--- src/sfr_pkg.sv ---
// Shared types, constants and the CRC byte update for the frame receiver.
// No dependencies; every other file of the block imports this package.
package sfr_pkg;

  localparam int unsigned LengthBits = 11;
  localparam logic [10:0] LenMask    = 11'((1 << LengthBits) - 1);

  localparam logic [7:0]  StartByte  = 8'h02;
  localparam logic [7:0]  EndByte    = 8'h03;
  localparam logic [15:0] CrcInit    = 16'hffff;
  localparam logic [15:0] CrcPoly    = 16'h1021;
  localparam logic [5:0]  OpLimitRst = 6'd32;

  typedef enum logic [2:0] {
    EvNone     = 3'd0,
    EvPayload  = 3'd1,
    EvHeader   = 3'd2,
    EvBadStart = 3'd3,
    EvBadOp    = 3'd4,
    EvCrcFail  = 3'd5,
    EvBadEnd   = 3'd6,
    EvFrameOk  = 3'd7
  } event_e;

  typedef struct packed {
    logic [7:0] data;
    logic       is_start;
    logic       is_end;
    logic       op_bad;
  } rx_class_t;

  function automatic logic [15:0] crc_feed(logic [15:0] crc, logic [7:0] b);
    logic [15:0] c;
    c = crc ^ {b, 8'h00};
    for (int k = 0; k < 8; k++) begin
      c = c[15] ? ({c[14:0], 1'b0} ^ CrcPoly) : {c[14:0], 1'b0};
    end
    return c;
  endfunction

endpackage

--- src/sfr_front.sv ---
// Input stage: registers each received byte and tags it (start, end, operation out of range).
// Depends on sfr_pkg.
module sfr_front (
  input  logic                 clk_i,
  input  logic                 rst_ni,
  input  logic                 in_valid_i,
  output logic                 in_stall_o,
  input  logic [7:0]           rx_byte_i,
  input  logic [5:0]           op_limit_i,
  output logic                 push_valid_o,
  input  logic                 push_ready_i,
  output sfr_pkg::rx_class_t   push_data_o
);
  import sfr_pkg::*;

  logic      valid_q, valid_d;
  rx_class_t item_q, item_d;
  logic      take;

  assign in_stall_o = valid_q && !push_ready_i;
  assign take       = in_valid_i && !in_stall_o;

  always_comb begin
    valid_d = valid_q;
    item_d  = item_q;
    if (take) begin
      valid_d       = 1'b1;
      item_d.data     = rx_byte_i;
      item_d.is_start = (rx_byte_i == StartByte);
      item_d.is_end   = (rx_byte_i == EndByte);
      item_d.op_bad   = ({1'b0, rx_byte_i[7:3]} >= op_limit_i);
    end else if (push_ready_i) begin
      valid_d = 1'b0;
    end
  end

  always_ff @(posedge clk_i or negedge rst_ni) begin
    if (!rst_ni) begin
      valid_q <= 1'b0;
    end else begin
      valid_q <= valid_d;
    end
  end

  always_ff @(posedge clk_i) begin
    item_q <= item_d;
  end

  assign push_valid_o = valid_q;
  assign push_data_o  = item_q;

endmodule

--- src/sfr_queue.sv ---
// Two-entry queue of tagged bytes between the input stage and the parser.
// Depends on sfr_pkg.
module sfr_queue (
  input  logic                 clk_i,
  input  logic                 rst_ni,
  input  logic                 push_valid_i,
  output logic                 push_ready_o,
  input  sfr_pkg::rx_class_t   push_data_i,
  output logic                 pop_valid_o,
  input  logic                 pop_ready_i,
  output sfr_pkg::rx_class_t   pop_data_o
);
  import sfr_pkg::*;

  rx_class_t   slot_q [2];
  logic        wr_ptr_q, wr_ptr_d;
  logic        rd_ptr_q, rd_ptr_d;
  logic [1:0]  count_q, count_d;
  logic        push, pop;

  assign push_ready_o = (count_q != 2'd2);
  assign pop_valid_o  = (count_q != 2'd0);
  assign push         = push_valid_i && push_ready_o;
  assign pop          = pop_valid_o && pop_ready_i;
  assign pop_data_o   = slot_q[rd_ptr_q];

  always_comb begin
    wr_ptr_d = push ? !wr_ptr_q : wr_ptr_q;
    rd_ptr_d = pop ? !rd_ptr_q : rd_ptr_q;
    count_d  = count_q + 2'(push) - 2'(pop);
  end

  always_ff @(posedge clk_i or negedge rst_ni) begin
    if (!rst_ni) begin
      wr_ptr_q <= 1'b0;
      rd_ptr_q <= 1'b0;
      count_q  <= 2'd0;
    end else begin
      wr_ptr_q <= wr_ptr_d;
      rd_ptr_q <= rd_ptr_d;
      count_q  <= count_d;
    end
  end

  always_ff @(posedge clk_i) begin
    if (push) begin
      slot_q[wr_ptr_q] <= push_data_i;
    end
  end

endmodule

--- src/sfr_back.sv ---
// Frame parser: state machine, CRC check and registered event output.
// Depends on sfr_pkg.
module sfr_back (
  input  logic                 clk_i,
  input  logic                 rst_ni,
  input  logic                 pop_valid_i,
  output logic                 pop_ready_o,
  input  sfr_pkg::rx_class_t   pop_data_i,
  output logic                 out_valid_o,
  input  logic                 out_stall_i,
  output logic [2:0]           event_res_o,
  output logic [7:0]           payload_byte_o,
  output logic [10:0]          payload_index_o,
  output logic [4:0]           operation_o,
  output logic [10:0]          frame_length_o
);
  import sfr_pkg::*;

  typedef enum logic [2:0] {
    StIdle   = 3'd0,
    StHeadHi = 3'd1,
    StHeadLo = 3'd2,
    StData   = 3'd3,
    StCrcHi  = 3'd4,
    StCrcLo  = 3'd5,
    StEnd    = 3'd6
  } state_e;

  state_e      state_q, state_d;
  logic [7:0]  head_hi_q, head_hi_d;
  logic [4:0]  cur_op_q, cur_op_d;
  logic [10:0] exp_len_q, exp_len_d;
  logic [10:0] seen_q, seen_d;
  logic [15:0] crc_q, crc_d;
  logic        out_valid_q, out_valid_d;
  event_e      ev_q, ev_d;
  logic [7:0]  pbyte_q, pbyte_d;
  logic [10:0] pidx_q, pidx_d;
  logic [4:0]  op_q, op_d;
  logic [10:0] flen_q, flen_d;
  logic        step;
  logic [15:0] crc_next;
  logic [7:0]  b;

  assign pop_ready_o = !out_valid_q || !out_stall_i;
  assign step        = pop_valid_i && pop_ready_o;
  assign b           = pop_data_i.data;
  assign crc_next    = crc_feed(crc_q, b);

  always_comb begin
    state_d   = state_q;
    head_hi_d = head_hi_q;
    cur_op_d  = cur_op_q;
    exp_len_d = exp_len_q;
    seen_d    = seen_q;
    crc_d     = crc_q;
    ev_d      = EvNone;
    pbyte_d   = 8'h00;
    pidx_d    = 11'd0;
    unique case (state_q)
      StHeadHi: begin
        if (pop_data_i.op_bad) begin
          ev_d    = EvBadOp;
          state_d = StIdle;
        end else begin
          head_hi_d = b;
          state_d   = StHeadLo;
        end
      end
      StHeadLo: begin
        cur_op_d  = head_hi_q[7:3];
        exp_len_d = {head_hi_q[2:0], b} & LenMask;
        seen_d    = 11'd0;
        crc_d     = CrcInit;
        state_d   = (exp_len_d == 11'd0) ? StCrcHi : StData;
        ev_d      = EvHeader;
      end
      StData: begin
        ev_d    = EvPayload;
        pbyte_d = b;
        pidx_d  = seen_q;
        crc_d   = crc_next;
        seen_d  = seen_q + 11'd1;
        if (seen_d >= exp_len_q) begin
          state_d = StCrcHi;
        end
      end
      StCrcHi: begin
        crc_d   = crc_next;
        state_d = StCrcLo;
      end
      StCrcLo: begin
        crc_d = crc_next;
        if (crc_next != 16'h0000) begin
          ev_d    = EvCrcFail;
          state_d = StIdle;
        end else begin
          state_d = StEnd;
        end
      end
      StEnd: begin
        ev_d    = pop_data_i.is_end ? EvFrameOk : EvBadEnd;
        state_d = StIdle;
      end
      default: begin
        if (pop_data_i.is_start) begin
          state_d = StHeadHi;
        end else begin
          ev_d    = EvBadStart;
          state_d = StIdle;
        end
      end
    endcase
    op_d   = (ev_d == EvBadOp) ? b[7:3] : cur_op_d;
    flen_d = exp_len_d;

    out_valid_d = step ? 1'b1 : (out_valid_q && out_stall_i);
  end

  always_ff @(posedge clk_i or negedge rst_ni) begin
    if (!rst_ni) begin
      state_q     <= StIdle;
      head_hi_q   <= 8'h00;
      cur_op_q    <= 5'd0;
      exp_len_q   <= 11'd0;
      seen_q      <= 11'd0;
      crc_q       <= CrcInit;
      out_valid_q <= 1'b0;
    end else begin
      out_valid_q <= out_valid_d;
      if (step) begin
        state_q   <= state_d;
        head_hi_q <= head_hi_d;
        cur_op_q  <= cur_op_d;
        exp_len_q <= exp_len_d;
        seen_q    <= seen_d;
        crc_q     <= crc_d;
      end
    end
  end

  always_ff @(posedge clk_i) begin
    if (step) begin
      ev_q    <= ev_d;
      pbyte_q <= pbyte_d;
      pidx_q  <= pidx_d;
      op_q    <= op_d;
      flen_q  <= flen_d;
    end
  end

  assign out_valid_o     = out_valid_q;
  assign event_res_o     = ev_q;
  assign payload_byte_o  = pbyte_q;
  assign payload_index_o = pidx_q;
  assign operation_o     = op_q;
  assign frame_length_o  = flen_q;

endmodule

--- src/stx_etx_frame_receiver_crc16_core.sv ---
// Top level of the STX/ETX frame receiver with CRC-16/CCITT-FALSE check.
// Depends on sfr_pkg, sfr_front, sfr_queue and sfr_back.
//
// Takes one received byte per transfer and returns exactly one event per byte:
// none, payload byte with its index, header ok, bad start, bad operation, crc
// fail, bad end or frame ok; every error returns the parser to idle. Frames are
// 0x02, a 16-bit header (5-bit operation, length), payload, big-endian CRC over
// the payload, 0x03. While the output is not stalled, the block sustains one
// byte per clock cycle, set by the parser state register and the combinational
// CRC byte update in the back stage. A byte passes the input register and the
// queue before its event reaches the output register. The operation limit
// register resets to 32 and is written through the always-ready config channel.
module stx_etx_frame_receiver_crc16_core (
  input  logic        clk_i,
  input  logic        rst_ni,
  input  logic        cfg_valid_i,
  output logic        cfg_ready_o,
  input  logic [5:0]  cfg_data_i,
  input  logic        in_valid_i,
  output logic        in_stall_o,
  input  logic [7:0]  rx_byte_i,
  output logic        out_valid_o,
  input  logic        out_stall_i,
  output logic [2:0]  event_res_o,
  output logic [7:0]  payload_byte_o,
  output logic [10:0] payload_index_o,
  output logic [4:0]  operation_o,
  output logic [10:0] frame_length_o
);
  import sfr_pkg::*;

  logic [5:0] op_limit_q;
  logic       push_valid, push_ready;
  rx_class_t  push_data;
  logic       pop_valid, pop_ready;
  rx_class_t  pop_data;

  assign cfg_ready_o = 1'b1;

  always_ff @(posedge clk_i or negedge rst_ni) begin
    if (!rst_ni) begin
      op_limit_q <= OpLimitRst;
    end else if (cfg_valid_i && cfg_ready_o) begin
      op_limit_q <= cfg_data_i;
    end
  end

  sfr_front u_front (
    .clk_i        (clk_i),
    .rst_ni       (rst_ni),
    .in_valid_i   (in_valid_i),
    .in_stall_o   (in_stall_o),
    .rx_byte_i    (rx_byte_i),
    .op_limit_i   (op_limit_q),
    .push_valid_o (push_valid),
    .push_ready_i (push_ready),
    .push_data_o  (push_data)
  );

  sfr_queue u_queue (
    .clk_i        (clk_i),
    .rst_ni       (rst_ni),
    .push_valid_i (push_valid),
    .push_ready_o (push_ready),
    .push_data_i  (push_data),
    .pop_valid_o  (pop_valid),
    .pop_ready_i  (pop_ready),
    .pop_data_o   (pop_data)
  );

  sfr_back u_back (
    .clk_i           (clk_i),
    .rst_ni          (rst_ni),
    .pop_valid_i     (pop_valid),
    .pop_ready_o     (pop_ready),
    .pop_data_i      (pop_data),
    .out_valid_o     (out_valid_o),
    .out_stall_i     (out_stall_i),
    .event_res_o     (event_res_o),
    .payload_byte_o  (payload_byte_o),
    .payload_index_o (payload_index_o),
    .operation_o     (operation_o),
    .frame_length_o  (frame_length_o)
  );

endmodule
--- config.mk ---
export PLATFORM = sky130hd
export DESIGN_NAME = stx_etx_frame_receiver_crc16_core
export DESIGN_NICKNAME = d
export VERILOG_FILES = /design/src/sfr_pkg.sv /design/src/sfr_front.sv /design/src/sfr_queue.sv /design/src/sfr_back.sv /design/src/stx_etx_frame_receiver_crc16_core.sv
export SDC_FILE = /design/constraint.sdc
export NUM_CORES = 1
export LEC_CHECK = 0
export BUFFER_PORTS_ARGS = -buffer_cell sky130_fd_sc_hd__buf_2
export CORE_ASPECT_RATIO = 1.5
export CORE_MARGIN = 3
export CORE_UTILIZATION = 30
export CTS_CLUSTER_DIAMETER = 40
export DETAILED_ROUTE_END_ITERATION = 12
export PLACE_DENSITY = 0.46
export SLEW_MARGIN = 20
export SYNTH_ARGS = -nofsm -noshare
export SYNTH_HDL_FRONTEND = slang
export SYNTH_SLANG_ARGS = --single-unit
--- constraint.sdc ---
create_clock -name clk_i -period 3.9 [get_ports clk_i]
set_clock_uncertainty 0.05 [all_clocks]
set_input_delay 0.195 -clock clk_i [delete_from_list [all_inputs] [get_ports clk_i]]
set_output_delay 0.195 -clock clk_i [all_outputs]
set_load 0.1 [all_outputs]
---- Yosys cells after proc, flatten, opt, wreduce, memory -nomap -nowiden ----
Memories as Yosys holds them, arrays and structs flattened.
Index checks and enable logic that the tools add are counted.
word-level totals
  register bits after elaboration ......... 115
  bits in latches ......................... 0
  RAM bits ................................ 22
  memory bits (read-only) ................. 0
  input bits .............................. 19
  output and inout bits ................... 41
  logic and storage cells ................. 100
  memories ................................ 1
operators by class
  $add $sub $neg .......................... 3
  $mul .................................... 0
  divide/modulo/power cells ............... 0
  magnitude comparators ................... 2
  equality and inequality tests ........... 11
  shift operators ......................... 0
  muxes and demuxes ....................... 29
  bitwise logic cells ..................... 10
  reductions and logical operators ........ 23
memories
  name            words  bits a word  read ports  clocked after Yosys merged registers in  write ports  RTL line         RTL
  u_queue.slot_q  2      11           1           0                                        1            sfr_queue.sv:15  rx_class_t slot_q [2];
operators with widths
  cell                   number
  $mux 13                8
  $pmux 3 s6             2
  $pmux 16 s2            1
  $not 3->3              8
  $pmux 11 s2            1
  $eq 8x2->1 const B     2
  $reduce_bool 16->1     1
  $xor 16x16->16         1
  $mux 3                 5
  $eq 3x3->1 const B     4
  $add 11x1->11 const B  1
  $ge 11x11->1           1
  $logic_not 11->1       1
  $mux 11                1
  $mux 5                 2
  $reduce_bool 2->1      4
  $mux 1                 7
  $eq 3x2->1 const B     2
  $ge 5x6->1             1
  $logic_not 1->1        6
  $reduce_and 2->1       3
  $logic_and 1x1->1      5
  $mux 2                 2
  $eq 3x1->1 const B     1
  other kinds (8)        8

---- Logic depth before layout (Yosys ltp) ----
An unclocked memory read counts as a cell.
  depth in word-level cells ............... 23
  gate-level depth with buffers ........... 12
  depth with buffers taken out ............ 12

---- Cells and area by module ----
From an unflattened synthesis, not the netlist that was laid out.
second synthesis, totals
  cell total of the unflattened synthesis .. 506
  area total of the unflattened synthesis .. 6331.1 um2
by module, submodules not included
  module                             times used  cells each  area each (um2)  seq. area each (um2)
  sfr_back                           1           398         4521.8           2537.4
  sfr_queue                          1           56          1023.5           760.7
  sfr_front                          1           37          521.8            355.3
  stx_etx_frame_receiver_crc16_core  1           15          264.0            151.4

---- Worst setup path after synthesis ----
No wires, ideal clock.
  path type ............................... reg2reg
  from .................................... register u_back.out_valid_q (netlist: u_back.out_valid_o)
  to ...................................... register u_queue.count_q[1]
  library setup time ...................... 0.080 ns
  arrival ................................. 3.477 ns
  required time ........................... 3.770 ns
  slack ................................... 0.293 ns
  stages on the path, launching flop included .. 10
  buffers on the path ..................... 1
  period minus slack after synthesis ...... 3.607 ns
  cells stage by stage .................... dfrtp_1 nand2_1 o21ai_1 inv_2 clkbuf_1 ha_1 inv_1 ha_1 xnor2_1 xnor2_1
on the way
  cells in the longest elaborated chain, start to end .. 4
RTL lines
  what                          RTL line         RTL
  start, declared               sfr_back.sv:35   logic out_valid_q, out_valid_d;
  start signal, assigned        sfr_back.sv:130  out_valid_q <= out_valid_d;
  $logic_not 1->1               sfr_back.sv:45   assign pop_ready_o = !out_valid_q || !out_stall_i;
  $logic_or 1x1->1              sfr_back.sv:45
  $logic_and 1x1->1             n/a
  named net u_back.step         sfr_back.sv:41   logic step;
  $sub 2x1->2                   sfr_queue.sv:30  count_d = count_q + 2'(push) - 2'(pop);
  named net u_queue.count_d[1]  sfr_queue.sv:18  logic [1:0] count_q, count_d;
  end signal, assigned          sfr_queue.sv:41  count_q <= count_d;
  end, declared                 sfr_queue.sv:18
The timed path passes the listed nets, and every way through them passes these cells.
A chain may end at the register's enable or synchronous reset.

---- Final worst setup path ----
  from .................................... register u_queue.rd_ptr_q
  to ...................................... register u_back.ev_q[2] (netlist: u_back.event_res_o[2]), data pin
on the way
  cells in the longest elaborated chain, start to end .. 14
  elaborated cells on any way between the ends .. 21
  those cells by class .................... mux: 11; bitwise: 8; reduce/logical: 1; memory: 1
RTL lines
  what                                                   RTL line         RTL
  start, declared                                        sfr_queue.sv:17  logic rd_ptr_q, rd_ptr_d;
  start signal, assigned                                 sfr_queue.sv:40  rd_ptr_q <= rd_ptr_d;
  $mem_v2 2x11 (*)                                       n/a
  $xor 16x16->16                                         sfr_pkg.sv:34    c = crc ^ {b, 8'h00};
  $mux 13 (5 in series)                                  sfr_pkg.sv:36    c = c[15] ? ({c[14:0], 1'b0} ^ CrcPoly) : {c[14:0], 1'b0};
  $not 3->3 (no source line) or $mux 13 (tied branches)  n/a
  $mux 13                                                sfr_pkg.sv:36
  $mux 13 or $not 3->3 (tied branches)                   n/a
  $mux 13                                                sfr_pkg.sv:36
  $reduce_bool 16->1                                     sfr_back.sv:94   if (crc_next != 16'h0000) begin
  $mux 3                                                 sfr_back.sv:94
  $pmux 3 s6 (*)                                         sfr_back.sv:60   unique case (state_q)
  named net u_back.ev_d[2]                               sfr_back.sv:36   event_e ev_q, ev_d;
  end signal, assigned                                   sfr_back.sv:144  ev_q <= ev_d;
  end, declared                                          sfr_back.sv:36
Mark *: on every way through the listed nets, which the timed path passes. The rest lies on a longest branch.

==> flow_summary.toml <==
[route]
wire_per_inst_um = 15.7
wl_met2_mm = 7.71
num_vias = 4135
wl_met3_um = 474
viasPerCell = 4.67
top_layer_used = "met4"
drt_iter0_drc = 243
drc = 0
drt-total-wl_mm = 13.9
firstDrtPassIters = 6
wl_met1_mm = 5.20
ant_nets = 0

[critical_path]
path_class = "reg -> reg"
cp-start-kind = "flip-flop"
path_cells = "mux2i_1, xnor2_1, xnor2_1, or2b_1, mux2i_1, and3_1, o211ai_1"
crit_path_max_incr_delay_ns = 0.93
arrival_ns = 3.14
crit_path_top_delay_cell = "dfrtp_1"
critical_path.max_fanout = 16
critPathBufInv = 0
required_ns = 3.99
end_kind = "flip-flop"
path_delay_family = "flip-flops"

[place]
dp_hpwl_mm = 10.2
pre_cts_ws_ns = 0.788
place_congestion = 0.829
dpl-instance-area_mm2 = 0.00691
io_buffers = 58

[floorplan]
boundaryPins = 60
core_mm2 = 0.0205
dieArea_mm2 = 0.0228
initial_core_util_pct = 30.7
die_w_um = 124
num_rows = 64
die_h_um = 184

[synth]
synth.distinct_cells = 51
syn_area_mm2 = 0.00630
syn_nets = 562
synth_ff_type = "edfxtp_1"
ys.warnings.count = 0
ys_async_sr_fraction_pct = 48.2
syn-mean-instance-area_um2 = 12.0
synth_top_area_cell = "edfxtp_1"
synth_common_cells = "71 x edfxtp_1, 54 x nor2_1, 49 x dfrtp_1, 43 x nand2_1, 40 x o21ai_0"
ys_seq_area_share_pct = 60.4
synth_edf_count = 71
synth_top_area_share_pct = 33.8
synth_area_leaders = "edfxtp_1 34%, dfrtp_1 19%, dfstp_2 7.1%"
synth_most_common_cell = "edfxtp_1"
synthCells = 524
synth_seq_cells = 137

[finish]
finalNetCount = 646
synthToLayoutAreaGrowth_pct = 21.8
fill_cells = 2075
antennaDiodeCount = 0
ff_latch_area_mm2 = 0.00380
design_area_mm2 = 0.00767
final_layout_size_suffix_gt1_share_pct = 23.8
multi_input_area_mm2 = 0.00232

[sta]
hold_violations = 0
min_period_ns = 3.05
setup_viol = 0
slew_headroom_pct = 36.1
finalSetupTns_ns = 0
max_freq_mhz = 328
rsz0062_at_grt = "false"
slew_viol_final = 0
fin_crit_sh_pct = 78.2
finalWorstSetupSlack_ns = 0.849
holdWs_ns = 0.0415
worst_pin_slew_ns = 0.959

[grt]
antenna_found_initial = 0
grt_pass1_wl_mm = 22.6
grt_max_degree = 39
grt_pass1_vias = 4281
grt.overflow.total = 0
grtUsageTotal_pct = 12.7

[min_path]
min_path_type = "in -> reg"

[clock_network]
clk_latency_ns = 0.42
cts-root-buf = "clkbuf_16"
cts_tree = "yes"
cts_buffer_depth = 2
post_cts_resized = 0
cts-buffers-inserted = 17
cts.clk_slew.worst_paths_ns = 0.06
cts_sinks = 137
cts_max_level = 4

[flow_run]
drv_cap = 0

[status]
status = "completed"
-- path summary, 6_finish.rpt --
kind / startpoint / endpoint / slack (ns) / cells after the start
worst min-delay path: cfg_valid_i / op_limit_q[3] / 0.04 / 2
worst min register to register: u_front.push_data_o[2] / u_queue.slot_q[0][2] / 0.39 / 0
max in group asynchronous: rst_ni / u_back.crc_q[12] / 2.40 / 3
worst max register to register: u_queue.rd_ptr_q / u_back.event_res_o[2] / 0.85 / 7
worst max-delay path: u_queue.rd_ptr_q / u_back.event_res_o[2] / 0.85 / 7
min in group asynchronous: rst_ni / op_limit_q[4] / 0.40 / 2
-- state kept, by name, indices dropped and copies added, names as in the netlist, 5 cells and up --
name / count
u_front.push_data_o: 11
u_back.frame_length_o: 11
u_back.payload_byte_o: 8
u_back.seen_q: 11
u_back.exp_len_q: 11
u_back.crc_q: 16
u_back.cur_op_q: 5
op_limit_q: 6
u_back.head_hi_q: 8
u_back.operation_o: 5
u_back.payload_index_o: 11
u_queue.slot_q: 22
-- kinds of logic after synthesis --
logic type | synth area share (%)
multiplexers | 6.53
other | 0.0595
XOR/XNOR | 6.11
AO/OA/AOI/OAI | 8.75
adder cells (fa/ha/maj) | 3.77
AND/OR/NAND/NOR | 11.6
flip-flops | 60.4
buffers and inverters | 2.86
-- layout make-up --
class	count	area share (%)
sequential	137	49.6
multi-input combinational	344	30.3
timing repair buffer	85	6.98
clock buffer	19	5.77
tap	264	4.30
clock inverter	13	1.97
inverter	23	1.12
-- routing by layer --
layer	track usage, %	vias up
met5	0	-
met4	6.27	0
met3	3.05	29
met2	23.9	89
met1	13.2	1998
li1	-	2019
-- repair_timing --
item | CTS | global route
hold buffers | 17 | 0
endpoints found under the hold margin | 52 | 0
setup buffers | 0 | 0
-- through the flow --
| step | util (%) | cells |
|---|---|---|
| after floorplan | - | 524 |
| after detailed placement | 33.7 | 836 |
| final | 37.4 | 885 |
| after global routing | 37.4 | 885 |
| after CTS | 37.4 | 885 |
| after global placement | 33.7 | 836 |
-- cells in the final DEF, fill, tap and decap left out, types with 20 or more instances in the layout --
master / count
nor2_1: 54
xnor2_1: 20
edfxtp_1: 71
a21oi_1: 29
inv_1: 22
and3_1: 22
nand2_1: 43
mux2_2: 21
dfrtp_1: 49
buf_2: 58
o21ai_0: 40
-- worst register-to-register path, cell delays in order, from the launching register on --
cell      delay [ns]
dfrtp_1         0.93
mux2i_1         0.55
xnor2_1         0.19
xnor2_1         0.32
or2b_1          0.28
mux2i_1         0.16
and3_1          0.19
o211ai_1        0.10
Power is left out: the tool's default activity adds up to more than one toggle a clock period on the data nets, which glitch-free logic cannot reach.
